==> src/rtl/deq_pkg.sv <==
// ----------------------------------------------------------------------------
// deq_pkg
// Shared types and defaults for the double-ended queue unit.
// ----------------------------------------------------------------------------
package deq_pkg;

	localparam int DEPTH_DEF      = 16;
	localparam int DATA_WIDTH_DEF = 32;
	localparam int FUNC_W         = 3;

	typedef enum logic [FUNC_W-1:0] {
		FN_PUSH_FRONT = 3'd0,
		FN_PUSH_BACK  = 3'd1,
		FN_POP_FRONT  = 3'd2,
		FN_POP_BACK   = 3'd3,
		FN_PEEK       = 3'd4
	} func_t;

	typedef struct packed {
		logic capture;
		logic update;
		logic read;
		logic load;
	} deq_cmd_t;

endpackage

==> src/rtl/deq_ctrl.sv <==
// ----------------------------------------------------------------------------
// deq_ctrl
// Request sequencer: capture, pointer update, store read, result load.
// ----------------------------------------------------------------------------
module deq_ctrl import deq_pkg::*; (
	input  logic     clk,
	input  logic     arst_n,
	input  logic     s_tvalid,
	output logic     s_tready,
	output logic     m_tvalid,
	input  logic     m_tready,
	output deq_cmd_t cmd
);

	typedef enum logic [1:0] {
		ST_IDLE,
		ST_UPDATE,
		ST_READ,
		ST_LOAD
	} state_t;

	state_t state_q;
	logic   m_tvalid_q;
	logic   can_load;

	assign s_tready = (state_q == ST_IDLE);
	assign m_tvalid = m_tvalid_q;
	assign can_load = !m_tvalid_q || m_tready;

	assign cmd.capture = s_tready && s_tvalid;
	assign cmd.update  = (state_q == ST_UPDATE);
	assign cmd.read    = (state_q == ST_READ);
	assign cmd.load    = (state_q == ST_LOAD) && can_load;

	always_ff @(posedge clk or negedge arst_n) begin
		if (!arst_n) begin
			state_q    <= ST_IDLE;
			m_tvalid_q <= 1'b0;
		end else begin
			if (cmd.load) begin
				m_tvalid_q <= 1'b1;
			end else if (m_tready) begin
				m_tvalid_q <= 1'b0;
			end
			case (state_q)
				ST_IDLE: begin
					if (s_tvalid) begin
						state_q <= ST_UPDATE;
					end
				end
				ST_UPDATE: begin
					state_q <= ST_READ;
				end
				ST_READ: begin
					state_q <= ST_LOAD;
				end
				ST_LOAD: begin
					if (can_load) begin
						state_q <= ST_IDLE;
					end
				end
				default: begin
					state_q <= ST_IDLE;
				end
			endcase
		end
	end

endmodule

==> src/rtl/deq_dp.sv <==
// ----------------------------------------------------------------------------
// deq_dp
// Ring store, head pointer, entry count and result register.
// ----------------------------------------------------------------------------
module deq_dp import deq_pkg::*; #(
	parameter int DEPTH      = DEPTH_DEF,
	parameter int DATA_WIDTH = DATA_WIDTH_DEF,
	parameter int PW         = $clog2(DEPTH),
	parameter int CW         = $clog2(DEPTH + 1)
) (
	input  logic                  clk,
	input  logic                  arst_n,
	input  deq_cmd_t              cmd,
	input  logic [FUNC_W-1:0]     func,
	input  logic [DATA_WIDTH-1:0] data_word,
	output logic                  ok,
	output logic [CW-1:0]         count,
	output logic                  is_empty,
	output logic [DATA_WIDTH-1:0] front_word,
	output logic [DATA_WIDTH-1:0] back_word
);

	localparam logic [PW-1:0] LAST_IDX = PW'(DEPTH - 1);
	localparam logic [CW-1:0] FULL_CNT = CW'(DEPTH);
	localparam logic [CW:0]   WRAP     = (CW + 1)'(DEPTH);

	function automatic logic [PW-1:0] ring_wrap(input logic [CW:0] s);
		logic [CW:0] t;
		t = (s >= WRAP) ? s - WRAP : s;
		return t[PW-1:0];
	endfunction

	logic [DATA_WIDTH-1:0] mem [DEPTH];

	logic [FUNC_W-1:0]     func_q;
	logic [DATA_WIDTH-1:0] word_q;
	logic [PW-1:0]         head_q;
	logic [CW-1:0]         count_q;
	logic                  ok_q;
	logic [DATA_WIDTH-1:0] rd_front_q;
	logic [DATA_WIDTH-1:0] rd_back_q;

	logic                  ok_o_q;
	logic [CW-1:0]         count_o_q;
	logic                  empty_o_q;
	logic [DATA_WIDTH-1:0] front_o_q;
	logic [DATA_WIDTH-1:0] back_o_q;

	logic          full;
	logic          empty;
	logic [CW:0]   head_ext;
	logic [CW:0]   count_ext;
	logic          nxt_ok;
	logic [PW-1:0] nxt_head;
	logic [CW-1:0] nxt_count;
	logic          we;
	logic [PW-1:0] waddr;
	logic [PW-1:0] back_idx;

	assign full      = (count_q == FULL_CNT);
	assign empty     = (count_q == '0);
	assign head_ext  = (CW + 1)'(head_q);
	assign count_ext = (CW + 1)'(count_q);
	assign back_idx  = ring_wrap(head_ext + count_ext - (CW + 1)'(1));

	always_comb begin
		nxt_ok    = 1'b0;
		nxt_head  = head_q;
		nxt_count = count_q;
		we        = 1'b0;
		waddr     = ring_wrap(head_ext + count_ext);
		case (func_q)
			FN_PUSH_FRONT: begin
				if (!full) begin
					nxt_head  = (head_q == '0) ? LAST_IDX : head_q - PW'(1);
					waddr     = nxt_head;
					we        = 1'b1;
					nxt_count = count_q + CW'(1);
					nxt_ok    = 1'b1;
				end
			end
			FN_PUSH_BACK: begin
				if (!full) begin
					we        = 1'b1;
					nxt_count = count_q + CW'(1);
					nxt_ok    = 1'b1;
				end
			end
			FN_POP_FRONT: begin
				if (!empty) begin
					nxt_head  = ring_wrap(head_ext + (CW + 1)'(1));
					nxt_count = count_q - CW'(1);
					nxt_ok    = 1'b1;
				end
			end
			FN_POP_BACK: begin
				if (!empty) begin
					nxt_count = count_q - CW'(1);
					nxt_ok    = 1'b1;
				end
			end
			FN_PEEK: begin
				nxt_ok = 1'b1;
			end
			default: begin
				nxt_ok = 1'b0;
			end
		endcase
	end

	always_ff @(posedge clk or negedge arst_n) begin
		if (!arst_n) begin
			head_q  <= '0;
			count_q <= '0;
		end else if (cmd.update) begin
			head_q  <= nxt_head;
			count_q <= nxt_count;
		end
	end

	always_ff @(posedge clk) begin
		if (cmd.capture) begin
			func_q <= func;
			word_q <= data_word;
		end
		if (cmd.update) begin
			ok_q <= nxt_ok;
			if (we) begin
				mem[waddr] <= word_q;
			end
		end
		if (cmd.read) begin
			rd_front_q <= mem[head_q];
			rd_back_q  <= mem[back_idx];
		end
		if (cmd.load) begin
			ok_o_q    <= ok_q;
			count_o_q <= count_q;
			empty_o_q <= empty;
			front_o_q <= empty ? '0 : rd_front_q;
			back_o_q  <= empty ? '0 : rd_back_q;
		end
	end

	assign ok         = ok_o_q;
	assign count      = count_o_q;
	assign is_empty   = empty_o_q;
	assign front_word = front_o_q;
	assign back_word  = back_o_q;

endmodule

==> src/rtl/double_ended_queue_unit.sv <==
// An accepted request is captured, then runs through the pointer update, the
// registered two-port store read and the result load onto the master side;
// a further request is accepted only after that result load is done.
// A new request is taken while the previous result still waits on m_tready.
// Reset (arst_n low) empties the queue and clears the handshake state; the
// store contents are not cleared.
// ----------------------------------------------------------------------------
// double_ended_queue_unit
// Bounded double-ended queue on a ring store with front/back push and pop, and peek.
// ----------------------------------------------------------------------------
module double_ended_queue_unit import deq_pkg::*; #(
	parameter int DEPTH      = DEPTH_DEF,
	parameter int DATA_WIDTH = DATA_WIDTH_DEF,
	parameter int CW         = $clog2(DEPTH + 1),
	parameter int IN_TW      = ((FUNC_W + DATA_WIDTH + 7) / 8) * 8,
	parameter int OUT_TW     = ((CW + 2 + 2 * DATA_WIDTH + 7) / 8) * 8
) (
	input  logic              clk,
	input  logic              arst_n,
	input  logic              s_tvalid,
	output logic              s_tready,
	input  logic [IN_TW-1:0]  s_tdata,  // func, data_word
	output logic              m_tvalid,
	input  logic              m_tready,
	output logic [OUT_TW-1:0] m_tdata   // ok, count, is_empty, front_word, back_word
);

	localparam int OUT_W = CW + 2 + 2 * DATA_WIDTH;

	deq_cmd_t              cmd;
	logic                  ok;
	logic [CW-1:0]         count;
	logic                  is_empty;
	logic [DATA_WIDTH-1:0] front_word;
	logic [DATA_WIDTH-1:0] back_word;
	logic [OUT_W-1:0]      res;

	deq_ctrl u_ctrl (
		.clk      (clk),
		.arst_n   (arst_n),
		.s_tvalid (s_tvalid),
		.s_tready (s_tready),
		.m_tvalid (m_tvalid),
		.m_tready (m_tready),
		.cmd      (cmd)
	);

	deq_dp #(
		.DEPTH      (DEPTH),
		.DATA_WIDTH (DATA_WIDTH),
		.PW         ($clog2(DEPTH)),
		.CW         (CW)
	) u_dp (
		.clk        (clk),
		.arst_n     (arst_n),
		.cmd        (cmd),
		.func       (s_tdata[FUNC_W-1:0]),
		.data_word  (s_tdata[FUNC_W +: DATA_WIDTH]),
		.ok         (ok),
		.count      (count),
		.is_empty   (is_empty),
		.front_word (front_word),
		.back_word  (back_word)
	);

	assign res     = {back_word, front_word, is_empty, count, ok};
	assign m_tdata = OUT_TW'(res);

endmodule
==> config.mk <==
export PLATFORM = sky130hd
export DESIGN_NAME = double_ended_queue_unit
export DESIGN_NICKNAME = d
export VERILOG_FILES = /design/src/rtl/deq_pkg.sv /design/src/rtl/deq_ctrl.sv /design/src/rtl/deq_dp.sv /design/src/rtl/double_ended_queue_unit.sv
export SDC_FILE = /design/constraint.sdc
export NUM_CORES = 1
export LEC_CHECK = 0
export ABC_AREA = 1
export BUFFER_PORTS_ARGS = -buffer_cell sky130_fd_sc_hd__buf_2
export CAP_MARGIN = 20
export CELL_PAD_IN_SITES_DETAIL_PLACEMENT = 1
export CELL_PAD_IN_SITES_GLOBAL_PLACEMENT = 1
export CORE_MARGIN = 2
export CORE_UTILIZATION = 25
export DETAILED_ROUTE_END_ITERATION = 6
export GPL_TIMING_DRIVEN = 0
export HOLD_SLACK_MARGIN = 0.03
export PLACE_DENSITY = 0.45
export REMOVE_ABC_BUFFERS = 1
export SYNTH_ARGS = -nofsm -noshare
export SYNTH_HDL_FRONTEND = slang
export SYNTH_SLANG_ARGS = --single-unit
==> constraint.sdc <==
create_clock -name clk -period 4.4 [get_ports clk]
set_input_delay 0.22 -clock clk [delete_from_list [all_inputs] [get_ports clk]]
set_output_delay 0.22 -clock clk [all_outputs]
set_load 0.02 [all_outputs]
==> impl_metrics.toml, run 1 <==
[outcome]
outcome = "complete, no violations"

[layout]
final_cell_count_no_fill = 5062
seq_area_um2 = 20800
nNetsFinal = 3306
drive_gt1_frac = 0.113
num-fill-cells = 14200
multi_input_area_um2 = 9300
area_delta_synth_final_pct = 21.0
antennaDiodeCount = 0

[clock_tree]
cts.sinks = 695
cts_tree = "done"
cts_resized = 0
cts.clk_slew.worst_paths_ps = 50
htree_levels = 3
clk_latency_ps = 670
cts_root_buffer = "clkbuf_16"
clockBufferDepth = 3
cts_buffers = 89

[synth]
ys_top_cells_by_count = "683 x edfxtp_1, 624 x nand2_1, 351 x o21ai_0"
yosys_warnings = 0
synth_area_leaders = "edfxtp_1 63%, nand2_1 7.2%, o21ai_0 5.4%"
synth-simple-area-share = 0.129
synth_top_family_by_area = "compound AO/OA/AOI/OAI gates"
yosysSeqAreaShare = 0.643
synth_top_area_share = 0.634
ys.flop_type = "edfxtp_1"
synth_xor_area_frac = 0.00162
synth-compound-area-share = 0.144
syn-cell-area_um2 = 32400
yosysTopAreaCell = "edfxtp_1"
synth.distinct_cells = 32
async_flop_share = 0.0173
synth_most_common_cell = "edfxtp_1"
syn_inst = 3140
ys_ff_latch = 695
synth_edf_count = 683
synthMuxAreaShare = 0
avgSynthCellArea_um2 = 10.3
synthAdderAreaFrac = 0.00626

[routing]
wire_per_inst_um = 22.4
routed_wl_um = 114000
drc = 0
ant_nets = 0
drt_iter0_drc = 1301
dr.pass1.iters = 7
vias = 24200
vias_per_cell = 4.78

[place]
port_buffers = 111
dp_hpwl_um = 67200
routabilityCongestion = 0.704
post-place-ws_ps = -398
dp.cells = 4831

[timing]
slew_headroom = 0.409
worstMarginPinSlew_ps = 886
setup_viol_count_final = 0
finalCritPeriodShare = 0.932
max_freq_mhz = 244
period_needed_ps = 4100
finClkSkew_ps = 21.1
setup_slack_ps = 298
finalHoldViolCount = 0
rsz0062_at_grt = "false"
drv_slew = 0

[job]
maxCapViolCount = 0

[worst_setup_path]
critPathKind = "register to register"
cpPeakStageDelay_ps = 770
crit_start = "u_dp.head_q[0]$_DFFE_PN0P_"
path_common_cell = "nand2_1"
cp_cell_sequence = "buf_16 > buf_16 > inv_2 > ha_1 > nand2_1 > nand2_1 > inv_1 > nand3_1 > nand2_1 > nand3_2 > nor2_4 > buf_12"
worstPathRequired_ps = 4750
end_kind = "register"
worstPathMaxFanout = 94
start_kind = "register"
cpMaxStageDelayCell = "dfrtp_4"
r2r_start = "u_dp.head_q[0]$_DFFE_PN0P_"
crit_arrival_ps = 4450

[min_path]
hold_start = "s_tdata[26]"
hp-class = "input port to register"

[global_route]
overflow = 0
grt.total_usage = 0.169
grt_pass1_wl_um = 167000
grt_max_degree = 106
antenna_found_initial = 0
grt_pass1_vias = 26200

[floorplanning]
num_rows = 132
fp.dieH_um = 364
die_w_um = 364
core_region_area_um2 = 129000
dieArea_um2 = 132000
initial_core_util = 0.251
ios = 118
through the flow:
stage	utilization	instance area [um2]	hold WS [ps]	setup TNS, ps
after floorplan	-	31200	-75.6	-6648020
after global placement	0.263	34000	134	-
after detailed placement	0.277	35700	144	-54680
after CTS	0.302	39000	208	0
after global routing	0.304	39200	244	0
final	0.304	39200	261	0
state kept, by name (all words and copies together) (netlist names), 2 cells and up:
signal           cells
u_dp.mem           512
u_dp.back_word      32
u_dp.front_word     32
u_dp.rd_back_q      32
u_dp.rd_front_q     32
u_dp.word_q         32
u_dp.count           5
u_dp.count_q         5
u_dp.head_q          4
u_dp.func_q          3
u_ctrl.state_q       2
placed cells by master (no fill, tap or decap), types with 2 or more instances in the layout:
cell type        n
nor2_4          16
clkinv_4         2
dfrtp_4          4
xor2_1           5
dfrtp_1          8
nor2_1          13
clkinv_2        16
nand3_1        311
o211ai_1       129
nand2_1        622
nor2_2           2
buf_2          111
inv_2            4
edfxtp_1       683
clkbuf_16       91
clkbuf_1        21
clkinvlp_4       2
o21ai_0        351
buf_16          41
nand2_4          5
a21oi_1        336
buf_12          29
inv_6            4
buf_4           17
nand2_2          5
inv_16           2
ha_4             3
inv_4            3
bufinv_16        4
fa_1             2
ha_1            10
nand3_2          6
dlygate4sd3_1   39
o21ai_1         44
inv_1          347
clkinv_1        21
path summary, 6_finish.rpt:
check	endpoint	slack [ps]	cells past startpoint
max in group asynchronous	u_dp.head_q[2]$_DFFE_PN0P_	3150	3
worst min register to register	u_dp.ok$_DFFE_PP_	430	0
worst max-delay path	u_dp.mem[10][18]$_DFFE_PP_	300	12
worst min-delay path	u_dp.word_q[23]$_DFFE_PP_	260	2
min in group asynchronous	u_dp.head_q[3]$_DFFE_PN0P_	720	3
worst max register to register	u_dp.mem[10][18]$_DFFE_PP_	300	12
layout make-up:
| type | count | area share |
|---|---|---|
| Clock buffer | 113 | 0.0605 |
| Clock inverter | 51 | 0.00987 |
| Inverter | 355 | 0.0344 |
| Multi-Input combinational cell | 1869 | 0.237 |
| Sequential cell | 695 | 0.531 |
| Tap cell | 1742 | 0.0556 |
| Timing Repair Buffer | 237 | 0.0710 |
kinds of logic after synthesis:
| kind of cell | after synthesis |
|---|---|
| simple gates | 984 |
| xor+xnor | 6 |
| other cells | 1 |
| fa+ha+maj | 15 |
| compound gates | 863 |
| flops | 695 |
| buf+inv | 576 |
worst max-delay path, delay by kind of cell, from the launching register on:
kind / cells / cell delay, ps
buffers and inverters: 5 / 1370
adders and majority gates: 1 / 370
and+or+nand+nor: 6 / 1190
DFF: 1 / 770
layer usage:
layer	GRT usage	part of all wire	vias to the layer above
met5	0	0	-
met3	0.0218	0.036	174
met2	0.305	0.51	437
met4	0.0570	0.025	0
li1	-	-	11200
met1	0.207	0.43	12400
what timing repair did:
| action | in CTS | in global routing |
|---|---|---|
| endpoints found under the setup margin | 389 | 212 |
| hold buffers | 39 | 0 |
| pin swaps | 8 | 8 |
| hold endpoints to repair | 59 | 0 |
| setup buffers | 10 | 18 |
Power of run 1 is left out: the tool's default activity adds up to more than one toggle a clock period on the data nets, which glitch-free logic cannot reach.
==> run 2, diff against run 1 <==
Settings changed: PLACE_DENSITY 0.45 to not set, PLACE_DENSITY_LB_ADDON set to 0.1, RECOVER_POWER set to 100.
==> impl_metrics.toml, run 2 (synthesis gave the netlist of run 1 again) <==
[outcome]
outcome = "complete, but fails checks"
violations = "max-capacitance violations, max-slew violations"

[layout]
largest_reg_flops = 512
num-fill-cells = 14400
layout_commonest_cell = "edfxtp_1"
layout_common_cells = "683 x edfxtp_1, 622 x nand2_1, 354 x o21ai_0"
nNetsFinal = 3303
multi_input_area_um2 = 9200
antennaDiodeCount = 0
seq_area_um2 = 20800
area_delta_synth_final_pct = 19.3
top_register = "u_dp.mem"
drive_gt1_frac = 0.0807

[floorplanning]
core_region_area_um2 = 129000
initial_core_util = 0.251
ios = 118
num_rows = 132
fp.dieH_um = 364
die_w_um = 364
dieArea_um2 = 132000

[global_route]
overflow = 0
grt.total_usage = 0.176
use_met2 = 0.323
busiest_layer = "met2"
met1_usage = 0.208
grt_pass1_vias = 25900
grt_use_met3 = 0.0218
antenna_found_initial = 0
grt_pass1_wl_um = 170000
grt_max_degree = 108

[place]
port_buffers = 111
dp_hpwl_um = 66600
routabilityCongestion = 0.715

[clock_tree]
cts.clk_slew.worst_paths_ps = 60
clockBufferDepth = 3
clk_latency_ps = 680
cts_buffers = 85
cts_tree = "done"
cts_root_buffer = "clkbuf_16"
cts.sinks = 695
htree_levels = 3

[routing]
routed_wl_um = 119000
drc = 0
dr.pass1.iters = 5
drt_iter0_drc = 1255
vias = 24200
vias_per_cell = 4.78
ant_nets = 0
wire_per_inst_um = 23.5

[timing]
period_needed_ps = 4160
finClkSkew_ps = 29.9
finalCritPeriodShare = 0.945
hold_ws_ps = 246
max_freq_mhz = 240
setup_viol_count_final = 0
rsz0062_at_grt = "false"
drv_slew = 203
worstMarginPinSlew_ps = 2020
slew_headroom = -0.347
finalHoldViolCount = 0

[worst_setup_path]
critPathKind = "register to register"
crit_arrival_ps = 4450
worstPathRequired_ps = 4690
start_kind = "register"
worstPathMaxFanout = 72
end_kind = "register"
rr_worst_depth = 12

[min_path]
hp-class = "input port to register"
hold_path_depth = 2

[job]
maxCapViolCount = 4
==> run 2: cell types whose count changed in the layout (fill, tap and decap cells not counted), moves of 9 or more <==
cell,previous run,this run
buf_2,111,29
buf_4,17,6
buf_16,41,25
clkbuf_1,21,111
clkbuf_2,0,9
nor2_4,16,5
==> run 2: worst max-delay path, cell delays in order, from the launching register on <==
cell and delay [ps]:
dfrtp_4 740, buf_16 340, buf_16 350, clkinvlp_2 400, ha_1 340, nand2_1 140, nand2_1 130, inv_1 80
nand3_1 70, nand2_1 120, nand3_2 150, nor2_1 320, clkbuf_1 560
==> run 2: layout make-up <==
cell class / count / area share
multi-input combinational: 1869 / 0.238
inverter: 355 / 0.0350
sequential: 695 / 0.539
clock buffer: 112 / 0.0602
timing repair buffer: 238 / 0.0626
clock inverter: 40 / 0.00823
tap: 1742 / 0.0565
==> run 2: worst paths after layout <==
kind	startpoint	end	slack [ps]
max	u_dp.head_q[1]$_DFFE_PN0P_	u_dp.mem[0][13]$_DFFE_PP_	240
min	s_tdata[25]	u_dp.word_q[22]$_DFFE_PP_	250
max reg2reg	u_dp.head_q[1]$_DFFE_PN0P_	u_dp.mem[0][13]$_DFFE_PP_	240
min reg2reg	u_dp.ok_q$_DFFE_PN_	u_dp.ok$_DFFE_PP_	420
max in group asynchronous	arst_n	u_dp.head_q[3]$_DFFE_PN0P_	3230
min in group asynchronous	arst_n	u_ctrl.m_tvalid$_DFFE_PN0P_	650
==> run 2: per-layer routing <==
metal	wire (um)	up-vias
li1	-	11200
met1	50400	12200
met2	60800	473
met3	3860	235
met4	3920	0
met5	0	-
==> run 2: what timing repair did <==
item / CTS / global route
hold endpoints to repair: 55 / 0
pin swaps: 14 / 0
cloned: 0 / 3
hold buffers: 39 / 0
setup buffers: 21 / 4
endpoints found under the setup margin: 505 / 318
gates resized for setup: 1 / 1
==> run 2: stage by stage <==
| stage | TNS (ps) | utilization | instance area (um2) | worst slack [ps] | instances |
|---|---|---|---|---|---|
| finish | 0 | 0.299 | 38600 | 242 | 5051 |
| global route | 0 | 0.299 | 38600 | 83.8 | 5051 |
| CTS | 0 | 0.302 | 38900 | 7.38 | 5044 |
| detailed placement | -159360 | 0.276 | 35600 | -635 | 4832 |
| global placement | - | 0.263 | 34000 | -35360 | 4772 |
| floorplan | -6648020 | - | 31200 | -15860 | 2919 |
Power of run 2 is left out for the same reason.
